`src/rtl/tach_pkg.sv`:
```
package tach_pkg;

  // Field widths
  localparam int TS_W      = 16;
  localparam int TPS_W     = 16;
  localparam int MARKS_W   = 8;
  localparam int WIN_W     = 5;
  localparam int SPEED_W   = 16;
  localparam int FRAC_W    = 8;
  localparam int DEN_W     = TS_W + MARKS_W;
  localparam int DIV_W     = TPS_W + FRAC_W;
  // A window sum holds at most 31 samples of 16 bits
  localparam int SUM_W     = SPEED_W + WIN_W;

  // Configuration port
  localparam int CFG_ADDR_W = 2;
  localparam int CFG_DATA_W = 16;

  typedef enum logic [CFG_ADDR_W-1:0] {
    REG_GLITCH = 2'd0,
    REG_TPS    = 2'd1,
    REG_MARKS  = 2'd2,
    REG_WINDOW = 2'd3
  } cfg_reg_t;

  localparam logic [TS_W-1:0]    GLITCH_RST = 16'd50;
  localparam logic [TPS_W-1:0]   TPS_RST    = 16'd15625;
  localparam logic [MARKS_W-1:0] MARKS_RST  = 8'd10;
  localparam logic [WIN_W-1:0]   WINDOW_RST = 5'd5;

  localparam int HISTORY_DEPTH_DEF = 16;
  localparam int JOB_QUEUE_DEPTH   = 2;

  localparam logic [SPEED_W-1:0] SPEED_MAX = '1;

  // One classified edge, handed from the front to the back
  typedef struct packed {
    logic             ch;
    logic             acc;
    logic [DEN_W-1:0] den;
  } job_t;

endpackage

```
`src/rtl/tach_front.sv`:
```
module tach_front (
  input  logic                       clk,
  input  logic                       rst_n,
  input  logic                       in_valid,
  output logic                       in_ready,
  input  logic                       in_ch,
  input  logic [tach_pkg::TS_W-1:0]  in_ts,
  input  logic [tach_pkg::TS_W-1:0]  glitch_threshold,
  input  logic [tach_pkg::MARKS_W-1:0] marks_per_rev,
  output logic                       push,
  output tach_pkg::job_t             push_job,
  input  logic                       queue_full
);
  import tach_pkg::*;

  logic [TS_W-1:0] last_r [2];
  logic            stg_vld_r;
  logic            stg_ch_r;
  logic            stg_acc_r;
  logic [TS_W-1:0] stg_elapsed_r;
  logic [TS_W-1:0] elapsed;
  logic            take;

  assign in_ready = !stg_vld_r || !queue_full;
  assign take     = in_valid && in_ready;
  assign elapsed  = in_ts - last_r[in_ch];
  assign push     = stg_vld_r && !queue_full;

  // Form the speed divisor from the staged period
  always_comb begin
    push_job.ch  = stg_ch_r;
    push_job.acc = stg_acc_r;
    push_job.den = DEN_W'(stg_elapsed_r) * DEN_W'(marks_per_rev);
  end

  // Hold the last stamp per channel and stage the classified edge
  always_ff @(posedge clk) begin
    if (!rst_n) begin
      last_r[0] <= '0;
      last_r[1] <= '0;
      stg_vld_r <= 1'b0;
    end else begin
      if (take) begin
        last_r[in_ch] <= in_ts;
        stg_vld_r     <= 1'b1;
      end else if (push) begin
        stg_vld_r <= 1'b0;
      end
    end
  end

  always_ff @(posedge clk) begin
    if (take) begin
      stg_ch_r      <= in_ch;
      stg_acc_r     <= elapsed > glitch_threshold;
      stg_elapsed_r <= elapsed;
    end
  end

endmodule

```
`src/rtl/tach_queue.sv`:
```
module tach_queue #(
  parameter int DEPTH = tach_pkg::JOB_QUEUE_DEPTH
) (
  input  logic           clk,
  input  logic           rst_n,
  input  logic           push,
  input  tach_pkg::job_t push_job,
  output logic           full,
  input  logic           pop,
  output logic           empty,
  output tach_pkg::job_t pop_job
);
  import tach_pkg::*;

  localparam int PTR_W = (DEPTH > 1) ? $clog2(DEPTH) : 1;
  localparam int CNT_W = $clog2(DEPTH + 1);

  job_t             q_r [DEPTH];
  logic [PTR_W-1:0] wr_ptr_r;
  logic [PTR_W-1:0] rd_ptr_r;
  logic [CNT_W-1:0] cnt_r;
  logic             do_push;
  logic             do_pop;

  assign full    = cnt_r == CNT_W'(DEPTH);
  assign empty   = cnt_r == '0;
  assign do_push = push && !full;
  assign do_pop  = pop && !empty;
  assign pop_job = q_r[rd_ptr_r];

  // Advance pointers and occupancy
  always_ff @(posedge clk) begin
    if (!rst_n) begin
      wr_ptr_r <= '0;
      rd_ptr_r <= '0;
      cnt_r    <= '0;
    end else begin
      if (do_push) begin
        wr_ptr_r <= (wr_ptr_r == PTR_W'(DEPTH - 1)) ? '0 : wr_ptr_r + 1'b1;
      end
      if (do_pop) begin
        rd_ptr_r <= (rd_ptr_r == PTR_W'(DEPTH - 1)) ? '0 : rd_ptr_r + 1'b1;
      end
      if (do_push && !do_pop) begin
        cnt_r <= cnt_r + 1'b1;
      end else if (do_pop && !do_push) begin
        cnt_r <= cnt_r - 1'b1;
      end
    end
  end

  always_ff @(posedge clk) begin
    if (do_push) begin
      q_r[wr_ptr_r] <= push_job;
    end
  end

endmodule

```
`src/rtl/tach_div.sv`:
```
module tach_div (
  input  logic                       clk,
  input  logic                       rst_n,
  input  logic                       start,
  input  logic [tach_pkg::DIV_W-1:0] dividend,
  input  logic [tach_pkg::DIV_W-1:0] divisor,
  output logic                       done,
  output logic [tach_pkg::DIV_W-1:0] quotient
);
  import tach_pkg::*;

  localparam int CNT_W = $clog2(DIV_W);

  logic             busy_r;
  logic             done_r;
  logic [CNT_W-1:0] cnt_r;
  logic [DIV_W-1:0] rem_r;
  logic [DIV_W-1:0] quo_r;
  logic [DIV_W-1:0] dsr_r;
  logic [DIV_W:0]   shifted;
  logic             ge;
  logic [DIV_W:0]   diff;

  // One restoring step per cycle; a zero divisor yields all ones
  assign shifted  = {rem_r, quo_r[DIV_W-1]};
  assign ge       = shifted >= {1'b0, dsr_r};
  assign diff     = shifted - {1'b0, dsr_r};
  assign done     = done_r;
  assign quotient = quo_r;

  always_ff @(posedge clk) begin
    if (!rst_n) begin
      busy_r <= 1'b0;
      done_r <= 1'b0;
      cnt_r  <= '0;
    end else begin
      done_r <= 1'b0;
      if (start) begin
        busy_r <= 1'b1;
        cnt_r  <= '0;
      end else if (busy_r) begin
        cnt_r <= cnt_r + 1'b1;
        if (cnt_r == CNT_W'(DIV_W - 1)) begin
          busy_r <= 1'b0;
          done_r <= 1'b1;
        end
      end
    end
  end

  always_ff @(posedge clk) begin
    if (start) begin
      rem_r <= '0;
      quo_r <= dividend;
      dsr_r <= divisor;
    end else if (busy_r) begin
      rem_r <= ge ? diff[DIV_W-1:0] : shifted[DIV_W-1:0];
      quo_r <= {quo_r[DIV_W-2:0], ge};
    end
  end

endmodule

```
`src/rtl/tach_back.sv`:
```
module tach_back #(
  parameter int HISTORY_DEPTH = tach_pkg::HISTORY_DEPTH_DEF
) (
  input  logic                         clk,
  input  logic                         rst_n,
  input  logic                         job_empty,
  input  tach_pkg::job_t               job,
  output logic                         job_pop,
  input  logic [tach_pkg::TPS_W-1:0]   ticks_per_second,
  input  logic [tach_pkg::WIN_W-1:0]   window_length,
  output logic                         out_valid,
  input  logic                         out_ready,
  output logic                         out_ch,
  output logic                         out_acc,
  output logic [tach_pkg::SPEED_W-1:0] out_speed,
  output logic [tach_pkg::SPEED_W-1:0] out_chan_avg,
  output logic [tach_pkg::SPEED_W-1:0] out_comb_avg
);
  import tach_pkg::*;

  localparam int PW = $clog2(HISTORY_DEPTH);

  typedef enum logic [2:0] {
    ST_IDLE,
    ST_SPEED,
    ST_WSETUP,
    ST_WALK,
    ST_MEAN
  } state_t;

  state_t             state_r;
  logic               ch_r;
  logic               acc_r;
  logic [SPEED_W-1:0] speed_r;
  logic [WIN_W-1:0]   w_r;
  logic [PW-1:0]      wp_r [2];
  logic               walk_ch_r;
  logic [PW-1:0]      pos_r;
  logic [WIN_W-1:0]   issue_cnt_r;
  logic               rd_pend_r;
  logic [SUM_W-1:0]   sum_r;
  logic [SPEED_W-1:0] avg0_r;
  logic               out_vld_r;
  logic               out_ch_r;
  logic               out_acc_r;
  logic [SPEED_W-1:0] out_speed_r;
  logic [SPEED_W-1:0] out_chan_r;
  logic [SPEED_W-1:0] out_comb_r;

  logic               div_go_r;
  logic [DIV_W-1:0]   div_a_r;
  logic [DIV_W-1:0]   div_b_r;
  logic               div_done;
  logic [DIV_W-1:0]   div_q;

  logic [SPEED_W-1:0] hist_mem_r [2][HISTORY_DEPTH];
  logic               hist_vld_r [2][HISTORY_DEPTH];
  logic [SPEED_W-1:0] rd_data_r;
  logic               rd_hit_r;

  logic [WIN_W-1:0]   w_eff;
  logic [SPEED_W-1:0] spd_sat;
  logic [PW-1:0]      wp_inc;
  logic               wr_en;
  logic               issue;
  logic [SPEED_W:0]   comb_sum;

  tach_div u_div (
    .clk      (clk),
    .rst_n    (rst_n),
    .start    (div_go_r),
    .dividend (div_a_r),
    .divisor  (div_b_r),
    .done     (div_done),
    .quotient (div_q)
  );

  // Clamp the window to 1..HISTORY_DEPTH
  always_comb begin
    w_eff = window_length;
    if (window_length == '0) begin
      w_eff = WIN_W'(1);
    end else if (32'(window_length) > HISTORY_DEPTH) begin
      w_eff = WIN_W'(HISTORY_DEPTH);
    end
  end

  assign spd_sat  = (div_q > DIV_W'(SPEED_MAX)) ? SPEED_MAX : div_q[SPEED_W-1:0];
  assign wp_inc   = (wp_r[ch_r] == PW'(HISTORY_DEPTH - 1)) ? '0 : wp_r[ch_r] + 1'b1;
  assign wr_en    = (state_r == ST_SPEED) && div_done;
  assign issue    = (state_r == ST_WALK) && (issue_cnt_r != w_r);
  assign comb_sum = {1'b0, avg0_r} + {1'b0, div_q[SPEED_W-1:0]};
  assign job_pop  = (state_r == ST_IDLE) && !job_empty && !out_vld_r;

  assign out_valid    = out_vld_r;
  assign out_ch       = out_ch_r;
  assign out_acc      = out_acc_r;
  assign out_speed    = out_speed_r;
  assign out_chan_avg = out_chan_r;
  assign out_comb_avg = out_comb_r;

  // Sequence one edge: speed division and store if accepted, then walk and divide each window
  always_ff @(posedge clk) begin
    if (!rst_n) begin
      state_r   <= ST_IDLE;
      wp_r[0]   <= '0;
      wp_r[1]   <= '0;
      div_go_r  <= 1'b0;
      rd_pend_r <= 1'b0;
      out_vld_r <= 1'b0;
    end else begin
      div_go_r  <= 1'b0;
      rd_pend_r <= issue;
      if (out_vld_r && out_ready) begin
        out_vld_r <= 1'b0;
      end
      case (state_r)
        ST_IDLE: begin
          if (job_pop) begin
            ch_r      <= job.ch;
            acc_r     <= job.acc;
            speed_r   <= '0;
            w_r       <= w_eff;
            walk_ch_r <= 1'b0;
            div_a_r   <= {ticks_per_second, FRAC_W'(0)};
            div_b_r   <= job.den;
            div_go_r  <= job.acc;
            state_r   <= job.acc ? ST_SPEED : ST_WSETUP;
          end
        end
        ST_SPEED: begin
          if (div_done) begin
            speed_r    <= spd_sat;
            wp_r[ch_r] <= wp_inc;
            state_r    <= ST_WSETUP;
          end
        end
        ST_WSETUP: begin
          pos_r       <= wp_r[walk_ch_r];
          issue_cnt_r <= '0;
          sum_r       <= '0;
          state_r     <= ST_WALK;
        end
        ST_WALK: begin
          if (issue) begin
            pos_r       <= (pos_r == '0) ? PW'(HISTORY_DEPTH - 1) : pos_r - 1'b1;
            issue_cnt_r <= issue_cnt_r + 1'b1;
          end
          if (rd_pend_r && rd_hit_r) begin
            sum_r <= sum_r + SUM_W'(rd_data_r);
          end
          if (!issue && !rd_pend_r) begin
            div_a_r  <= DIV_W'(sum_r);
            div_b_r  <= DIV_W'(w_r);
            div_go_r <= 1'b1;
            state_r  <= ST_MEAN;
          end
        end
        ST_MEAN: begin
          if (div_done) begin
            if (!walk_ch_r) begin
              avg0_r    <= div_q[SPEED_W-1:0];
              walk_ch_r <= 1'b1;
              state_r   <= ST_WSETUP;
            end else begin
              out_ch_r    <= ch_r;
              out_acc_r   <= acc_r;
              out_speed_r <= speed_r;
              out_chan_r  <= ch_r ? div_q[SPEED_W-1:0] : avg0_r;
              out_comb_r  <= comb_sum[SPEED_W:1];
              out_vld_r   <= 1'b1;
              state_r     <= ST_IDLE;
            end
          end
        end
        default: begin
          state_r <= ST_IDLE;
        end
      endcase
    end
  end

  // History memory: one write, one registered read
  always_ff @(posedge clk) begin
    if (wr_en) begin
      hist_mem_r[ch_r][wp_inc] <= spd_sat;
    end
    if (issue) begin
      rd_data_r <= hist_mem_r[walk_ch_r][pos_r];
    end
  end

  // Written flags: an unwritten entry reads as zero
  always_ff @(posedge clk) begin
    if (!rst_n) begin
      for (int c = 0; c < 2; c++) begin
        for (int i = 0; i < HISTORY_DEPTH; i++) begin
          hist_vld_r[c][i] <= 1'b0;
        end
      end
      rd_hit_r <= 1'b0;
    end else begin
      if (wr_en) begin
        hist_vld_r[ch_r][wp_inc] <= 1'b1;
      end
      if (issue) begin
        rd_hit_r <= hist_vld_r[walk_ch_r][pos_r];
      end
    end
  end

endmodule

```
`src/rtl/dual_tachometer_period_average.sv`:
```
// Channel  Dir  Handshake                    Payload
// in_      in   in_tvalid / in_tready        tuser: channel; tdata: timestamp
// out_     out  out_tvalid / out_tready      tuser: source_channel, accepted;
//                                            tdata: speeds and averages
// cfg_     in   cfg_we (no wait)             cfg_addr selects, cfg_wdata holds value
//
// The front stages and classifies an edge, then pushes it when the queue is not full.
// The back handles one edge at a time: a window walk and mean division for each
// channel, plus a speed division when the edge is accepted (24-step serial
// divider); the shared divider and the one-port history walk set its pace.
// Reset (rst_n low, synchronous) clears stamps, write positions and history flags.
// The front stage and a two-entry queue take edges while the back is busy.
module dual_tachometer_period_average #(
  parameter int HISTORY_DEPTH = tach_pkg::HISTORY_DEPTH_DEF
) (
  input  logic                            clk,
  input  logic                            rst_n,
  input  logic                            in_tvalid,
  output logic                            in_tready,
  input  logic [tach_pkg::TS_W-1:0]       in_tdata,   // [15:0] timestamp
  input  logic                            in_tuser,   // [0] channel
  output logic                            out_tvalid,
  input  logic                            out_tready,
  // [15:0] edge_speed, [31:16] channel_average, [47:32] combined_average
  output logic [3*tach_pkg::SPEED_W-1:0]  out_tdata,
  output logic [1:0]                      out_tuser,  // [0] source_channel, [1] accepted
  input  logic                            cfg_we,
  input  logic [tach_pkg::CFG_ADDR_W-1:0] cfg_addr,
  input  logic [tach_pkg::CFG_DATA_W-1:0] cfg_wdata
);
  import tach_pkg::*;

  logic [TS_W-1:0]    glitch_r;
  logic [TPS_W-1:0]   tps_r;
  logic [MARKS_W-1:0] marks_r;
  logic [WIN_W-1:0]   window_r;

  logic               push;
  job_t               push_job;
  logic               q_full;
  logic               q_empty;
  logic               q_pop;
  job_t               q_job;

  logic               res_ch;
  logic               res_acc;
  logic [SPEED_W-1:0] res_speed;
  logic [SPEED_W-1:0] res_chan;
  logic [SPEED_W-1:0] res_comb;

  // Configuration registers
  always_ff @(posedge clk) begin
    if (!rst_n) begin
      glitch_r <= GLITCH_RST;
      tps_r    <= TPS_RST;
      marks_r  <= MARKS_RST;
      window_r <= WINDOW_RST;
    end else if (cfg_we) begin
      case (cfg_reg_t'(cfg_addr))
        REG_GLITCH: glitch_r <= cfg_wdata[TS_W-1:0];
        REG_TPS:    tps_r    <= cfg_wdata[TPS_W-1:0];
        REG_MARKS:  marks_r  <= cfg_wdata[MARKS_W-1:0];
        REG_WINDOW: window_r <= cfg_wdata[WIN_W-1:0];
        default: begin
        end
      endcase
    end
  end

  tach_front u_front (
    .clk              (clk),
    .rst_n            (rst_n),
    .in_valid         (in_tvalid),
    .in_ready         (in_tready),
    .in_ch            (in_tuser),
    .in_ts            (in_tdata),
    .glitch_threshold (glitch_r),
    .marks_per_rev    (marks_r),
    .push             (push),
    .push_job         (push_job),
    .queue_full       (q_full)
  );

  tach_queue #(
    .DEPTH (JOB_QUEUE_DEPTH)
  ) u_queue (
    .clk      (clk),
    .rst_n    (rst_n),
    .push     (push),
    .push_job (push_job),
    .full     (q_full),
    .pop      (q_pop),
    .empty    (q_empty),
    .pop_job  (q_job)
  );

  tach_back #(
    .HISTORY_DEPTH (HISTORY_DEPTH)
  ) u_back (
    .clk              (clk),
    .rst_n            (rst_n),
    .job_empty        (q_empty),
    .job              (q_job),
    .job_pop          (q_pop),
    .ticks_per_second (tps_r),
    .window_length    (window_r),
    .out_valid        (out_tvalid),
    .out_ready        (out_tready),
    .out_ch           (res_ch),
    .out_acc          (res_acc),
    .out_speed        (res_speed),
    .out_chan_avg     (res_chan),
    .out_comb_avg     (res_comb)
  );

  assign out_tdata = {res_comb, res_chan, res_speed};
  assign out_tuser = {res_acc, res_ch};

endmodule
```
`config.mk`:
```
export PLATFORM = sky130hd
export DESIGN_NAME = dual_tachometer_period_average
export DESIGN_NICKNAME = d
export VERILOG_FILES = /design/src/rtl/tach_pkg.sv /design/src/rtl/tach_front.sv /design/src/rtl/tach_queue.sv /design/src/rtl/tach_div.sv /design/src/rtl/tach_back.sv /design/src/rtl/dual_tachometer_period_average.sv
export SDC_FILE = /design/constraint.sdc
export NUM_CORES = 1
export LEC_CHECK = 0
export BUFFER_PORTS_ARGS = -buffer_cell sky130_fd_sc_hd__clkbuf_2
export CORE_UTILIZATION = 50
export CTS_CLUSTER_DIAMETER = 80
export DETAILED_ROUTE_END_ITERATION = 10
export GPL_TIMING_DRIVEN = 0
export PLACE_DENSITY = 0.66
export SLEW_MARGIN = 20
export SYNTH_ARGS = -nofsm -noshare
export SYNTH_HDL_FRONTEND = slang
export SYNTH_SLANG_ARGS = --single-unit
```
`constraint.sdc`:
```
create_clock -name clk -period 10 [get_ports clk]
set_input_delay 1.5 -clock clk [delete_from_list [all_inputs] [get_ports clk]]
set_output_delay 1.5 -clock clk [all_outputs]
set_load 0.05 [all_outputs]
```
==> results.json, run 1 <==
{
  "outcome": "complete, no violations",
  "drt_iter0_drc": 2648,
  "drc": 0,
  "grt_pass1_wl_um": 162000,
  "finalSetupTns_ps": 0,
  "yosysMostFrequentCell": "edfxtp_1",
  "vias_per_cell": 5.79,
  "antenna_cells": 0,
  "startpoint_type": "primary input",
  "yosys.area.top_type": "edfxtp_1",
  "hpwl_um": 75500,
  "finish.instance_area_mm2": 0.0515,
  "area_growth_pct": 13.4,
  "seq_area_mm2": 0.0284,
  "syn_nets": 3486,
  "die_area_mm2": 0.0920,
  "ys_warn_count": 0,
  "antenna_found_initial": 4,
  "die_w_um": 303,
  "clk_pin_slew_ps": 60,
  "portBuffers": 90,
  "dieHeight_um": 303,
  "ys_ff_latch": 977,
  "drive_gt1_frac": 0.158,
  "power.density_mw_per_mm2": 235,
  "maxCapViolations": 0,
  "numCtsBuffers": 100,
  "final_cells": 4702,
  "synth_cell_types": 78,
  "drt_pass1_iterations": 5,
  "cts.sinks": 977,
  "netlist_top_cells_count": "885 x edfxtp_1, 272 x nand2_1, 200 x nor2_1",
  "grt_pass1_vias": 26400,
  "clk_latency_ps": 690,
  "place_inst": 4514,
  "crit_type": "in2reg",
  "grt_max_degree": 52,
  "maxSlewViolCount": 0,
  "synth_edf_count": 885,
  "finalSetupViolations": 0,
  "postSynth.asyncResetShare": 0,
  "clockBufferDepth": 3,
  "rsz0062_at_grt": "false",
  "hp-class": "reg2reg",
  "nets": 3709,
  "synth_ff_type": "edfxtp_1",
  "path_max_fanout": 10,
  "place_area_mm2": 0.0479,
  "multi_input_area_mm2": 0.0159,
  "cts_tree": "done",
  "crit_required_ps": 10420,
  "synth_cells": 3217,
  "finalCritPeriodShare": 0.629,
  "layout_min_cycle_time_ps": 6290,
  "routedWlPerCell_um": 22.8,
  "htreeDepth": 3,
  "root_buffer": "clkbuf_16",
  "synth.area.top_cells": "edfxtp_1 59%, mux4_2 6.2%, dfxtp_1 4.1%",
  "io_pins": 92,
  "syn-cell-area_mm2": 0.0454,
  "vdd_drop_max_mv": 0.140,
  "p_leak_nw": 17.0,
  "final.setup_skew_ps": 44.2,
  "track_usage": 0.236,
  "hold_viol": 0,
  "syn_area_per_cell_um2": 14.1,
  "ys_seq_area_frac": 0.626,
  "gp_congestion": 0.889,
  "vias": 27200,
  "cp.arrival_ps": 6720,
  "tightest_slew_ps": 1190,
  "overflow": 0,
  "postRouteAntennaNets": 0,
  "initial_core_util": 0.505,
  "synth_top_area_frac": 0.585,
  "rows": 110,
  "max_freq_mhz": 159,
  "drt_wl_total_um": 107000,
  "post-cts-setup-buffers": 0,
  "worst_setup_path_end_kind": "flip-flop",
  "num-fill-cells": 7111,
  "postCtsHoldBufs": 0,
  "core_area_mm2": 0.0900,
  "slew_headroom": 0.209,
  "ctsResizeCount": 0
}
-- final cells by class --
cell class | count | area share
Sequential cell | 977 | 0.552
Timing Repair Buffer | 121 | 0.0163
Inverter | 187 | 0.0136
Multi-Input combinational cell | 1913 | 0.309
Clock buffer | 120 | 0.0510
Buffer | 140 | 0.0114
Clock inverter | 68 | 0.0186
Tap cell | 1176 | 0.0286
-- critical path: stages --
cell	delay (ps)
clkbuf_2	110
clkbuf_1	570
clkbuf_1	600
mux2i_1	390
ha_1	290
nor2b_1	120
o21ai_0	220
a21boi_0	190
o211ai_1	280
a21boi_0	160
o21ai_0	230
nand2_1	80
o311ai_0	500
ha_1	360
a21o_1	180
a21o_1	170
a21oi_1	150
nor2b_1	60
o21ai_0	150
nand2_1	70
a211oi_1	240
a21oi_1	90
-- final timing paths --
check | from | to | slack [ps] | depth (start not counted)
worst max-delay path | in_tuser | u_front.stg_acc_r | 3710 | 22
worst min-delay path | u_back.speed_r[9] | u_back.out_speed[9] | 420 | 0
worst max register to register | marks_r[7] | u_queue.q_r[0][22] | 4410 | 18
worst min register to register | u_back.speed_r[9] | u_back.out_speed[9] | 420 | 0
-- cell usage in the layout, fill, tap and decap left out, types with 15 or more instances in the layout --
cell	synthesis	routed
or2_2	24	24
nand2_1	272	272
inv_1	183	183
nor2_1	200	168
xor2_1	42	42
nor2_2	1	22
nand3_1	65	64
clkbuf_2	0	90
clkinv_2	0	20
dfxtp_1	92	91
o21ai_1	39	39
nor2b_1	35	34
and3_1	31	30
nand2b_1	17	17
ha_1	141	141
mux2_2	43	43
a211oi_1	27	26
clkbuf_1	102	119
o21a_1	15	15
buf_2	15	15
a21oi_1	125	124
o21ai_0	64	63
fa_1	88	88
a311oi_1	23	23
a21o_1	24	24
edfxtp_1	885	885
clkbuf_16	0	102
mux2i_1	100	100
xnor2_1	46	46
mux4_2	126	126
buf_6	2	15
bufinv_16	0	19
nor3_1	50	48
and2_1	158	157
-- cell families after synthesis --
family / share of synthesized area
AO/OA/AOI/OAI: 0.0604
XOR/XNOR: 0.0170
adder cells (fa/ha/maj): 0.0776
buffers and inverters: 0.0283
flip-flops: 0.626
multiplexers: 0.0952
AND/OR/NAND/NOR: 0.0958
-- metal layers --
layer	wire (um)	GRT usage
met5	13	0
met4	2170	0.0601
met3	9280	0.0440
met2	48200	0.360
met1	47700	0.351
-- metrics by stage --
| stage | hold slack [ps] | util | setup slack [ps] | power, mW |
|---|---|---|---|---|
| 2_1_floorplan | 400 | - | 4080 | 7.33 |
| 3_3_place_gp | 401 | 0.526 | 2180 | 8.10 |
| 3_5_place_dp | 405 | 0.532 | 3010 | 8.16 |
| 4_1_cts | 417 | 0.572 | 3690 | 12.2 |
| 5_1_grt | 425 | 0.572 | 3280 | 12.7 |
| 6_report | 418 | 0.572 | 3710 | 12.1 |
-- flip-flops by register name (all words and copies together) (netlist names), 8 cells and up, named ones only --
signal                 flops
u_back.div_b_r            24
u_queue.q_r               52
u_back.u_div.rem_r        24
u_back.hist_vld_r         32
u_back.u_div.quotient     24
u_back.u_div.dsr_r        24
u_front.last_r            32
u_back.hist_mem_r        512
marks_r                    8
u_back.out_chan_avg       16
u_front.stg_elapsed_r     16
u_back.wp_r                8
u_back.avg0_r             16
u_back.out_comb_avg       16
u_back.sum_r              21
tps_r                     16
u_back.rd_data_r          16
u_back.speed_r            16
u_back.out_speed          16
glitch_r                  16
u_back.div_a_r            24
-- power by group --
| part | total [mW] | internal (mW) | switching [mW] | leakage (nW) |
|---|---|---|---|---|
| logic | 3.02 | 1.18 | 1.84 | 7.86 |
| registers | 5.08 | 4.89 | 0.189 | 7.36 |
| clock network | 4.03 | 2.39 | 1.64 | 1.74 |
| total | 12.1 | 8.46 | 3.67 | 17.0 |
Power figures use the tool's default switching activity.
==> inputs of run 2 (changes only) <==
- PLACE_DENSITY: 0.66 -> 0.68
- clock period: 10 -> 5.51 ns (I/O delays scaled with it)
==> results.json, run 2 (same netlist as run 1, synthesis figures left out) <==
{
  "outcome": "complete, no violations",
  "num-fill-cells": 7139,
  "finalPower_mw": 21.6,
  "nets": 3708,
  "tightest_slew_ps": 1170,
  "drive_gt1_frac": 0.159,
  "rows": 110,
  "slew_headroom": 0.221,
  "maxCapViolations": 0,
  "cts.sinks": 977,
  "drt_pass1_iterations": 6,
  "maxSlewViolCount": 0,
  "cp.arrival_ps": 5600,
  "die_area_mm2": 0.0920,
  "postRouteAntennaNets": 0,
  "initial_core_util": 0.505,
  "grt_max_degree": 52,
  "ctsResizeCount": 4,
  "worst_r2r_path_depth": 18,
  "vias": 27300,
  "hold_viol": 0,
  "root_buffer": "clkbuf_16",
  "power.internal_mw": 15.0,
  "final_cell_mix": "885 x edfxtp_1, 272 x nand2_1, 183 x inv_1",
  "finalSetupViolations": 0,
  "p_sw_mw": 6.59,
  "antenna_found_initial": 2,
  "switching_share": 0.306,
  "grt_pass1_vias": 26400,
  "min_to": "u_back.out_valid",
  "io_pins": 92,
  "postCtsHoldBufs": 0,
  "worstReg2RegEnd": "u_queue.q_r[0][22]",
  "hpwl_um": 75200,
  "clk_pin_slew_ps": 60,
  "post-cts-setup-buffers": 0,
  "worst_setup_path_end_kind": "flip-flop",
  "cts_tree": "done",
  "gp_congestion": 0.920,
  "htreeDepth": 3,
  "vdd_drop_max_mv": 0.290,
  "hp-class": "in2reg",
  "drt_iter0_drc": 2809,
  "grt_pass1_wl_um": 161000,
  "clockBufferDepth": 3,
  "antenna_cells": 0,
  "final.setup_skew_ps": 55.5,
  "top_register": "u_back.hist_mem_r",
  "pwr-share-comb": 0.254,
  "place_area_mm2": 0.0479,
  "largest_reg_flops": 512,
  "portBuffers": 90,
  "seq_power_share": 0.428,
  "die_w_um": 303,
  "rsz0062_at_grt": "false",
  "rr_startpoint": "marks_r[3]",
  "reg.largest.list": "u_back.hist_mem_r x512, u_queue.q_r x52",
  "layout_commonest_cell": "edfxtp_1",
  "p_leak_nw": 16.9,
  "layout_min_cycle_time_ps": 5230,
  "path_max_fanout": 10,
  "power.density_mw_per_mm2": 420,
  "max_freq_mhz": 191,
  "vias_per_cell": 5.81,
  "routedWlPerCell_um": 22.8,
  "final_cells": 4696,
  "crit_type": "reg2reg",
  "pwr-share-clk": 0.318,
  "holdPathStages": 2,
  "finish.instance_area_mm2": 0.0513,
  "finalCritPeriodShare": 0.949,
  "startpoint_type": "flip-flop",
  "drc": 0,
  "finalSetupTns_ps": 0,
  "hp-start": "out_tready",
  "core_area_mm2": 0.0900,
  "clk_latency_ps": 680,
  "numCtsBuffers": 99,
  "dieHeight_um": 303,
  "crit_required_ps": 5880,
  "area_growth_pct": 13.0,
  "drt_wl_total_um": 107000,
  "track_usage": 0.235,
  "rrSetupSlack_ps": 280,
  "overflow": 0,
  "place_inst": 4515
}
[run 2: worst max-delay path by stage]
stage,endpoint,slack [ps],cells after the start,start
2_1_floorplan,u_front.stg_acc_r,350,21,in_tuser
5_1_grt,u_front.stg_acc_r,6,21,in_tuser
6_report,u_queue.q_r[0][22],280,18,marks_r[3]
3_5_place_dp,u_front.stg_acc_r,-890,22,in_tuser
4_1_cts,u_queue.q_r[0][20],10,18,marks_r[3]
3_3_place_gp,u_front.stg_acc_r,-720,22,in_tuser
[run 2: final cells by class]
type                            count  area, um^2  area share
Sequential cell                   977       28400       0.554
Buffer                            139         599      0.0117
Timing Repair Buffer              122         842      0.0164
Tap cell                         1176        1470      0.0287
Multi-Input combinational cell   1913       15900       0.310
Inverter                          187         702      0.0137
Clock buffer                      120        2630      0.0512
Clock inverter                     62         708      0.0138
[run 2: critical path, stage by stage (launching register included)]
cell      delay, ps
dfxtp_1         480
clkbuf_2        320
nand2_1         110
fa_1            480
fa_1            490
inv_1            50
fa_1            520
inv_1            50
fa_1            520
inv_1            40
ha_1            350
and3_1          190
a32oi_1         300
a211oi_2        160
nor2_1          120
nand2_1          50
and3_1          220
a311oi_1        330
xnor2_1         120
[run 2: layer usage]
metal	vias to the layer above	GRT usage	routed length (um)
met1	13600	0.345	46600
met3	180	0.0487	9790
met5	-	0	17
met2	1132	0.360	48100
met4	2	0.0586	2360
li1	12400	-	-
[run 2: per-stage QoR]
step / util / hold WS (ps) / setup WS, ps
6_report: 0.570 / 393 / 282
5_1_grt: 0.570 / 384 / 6.30
4_1_cts: 0.570 / 320 / 12.7
3_5_place_dp: 0.532 / 405 / -892
3_3_place_gp: 0.526 / 401 / -717
2_1_floorplan: - / 400 / 350
[run 2: power by group through the flow]
stage               Combinational, mW  Clock (mW)  Sequential (mW)
floorplan                        4.08           0             9.22
global placement                 5.31           0             9.38
detailed placement               5.43           0             9.37
CTS                              5.47        6.94             9.22
global route                     6.09        7.20             9.28
finish                           5.48        6.85             9.22
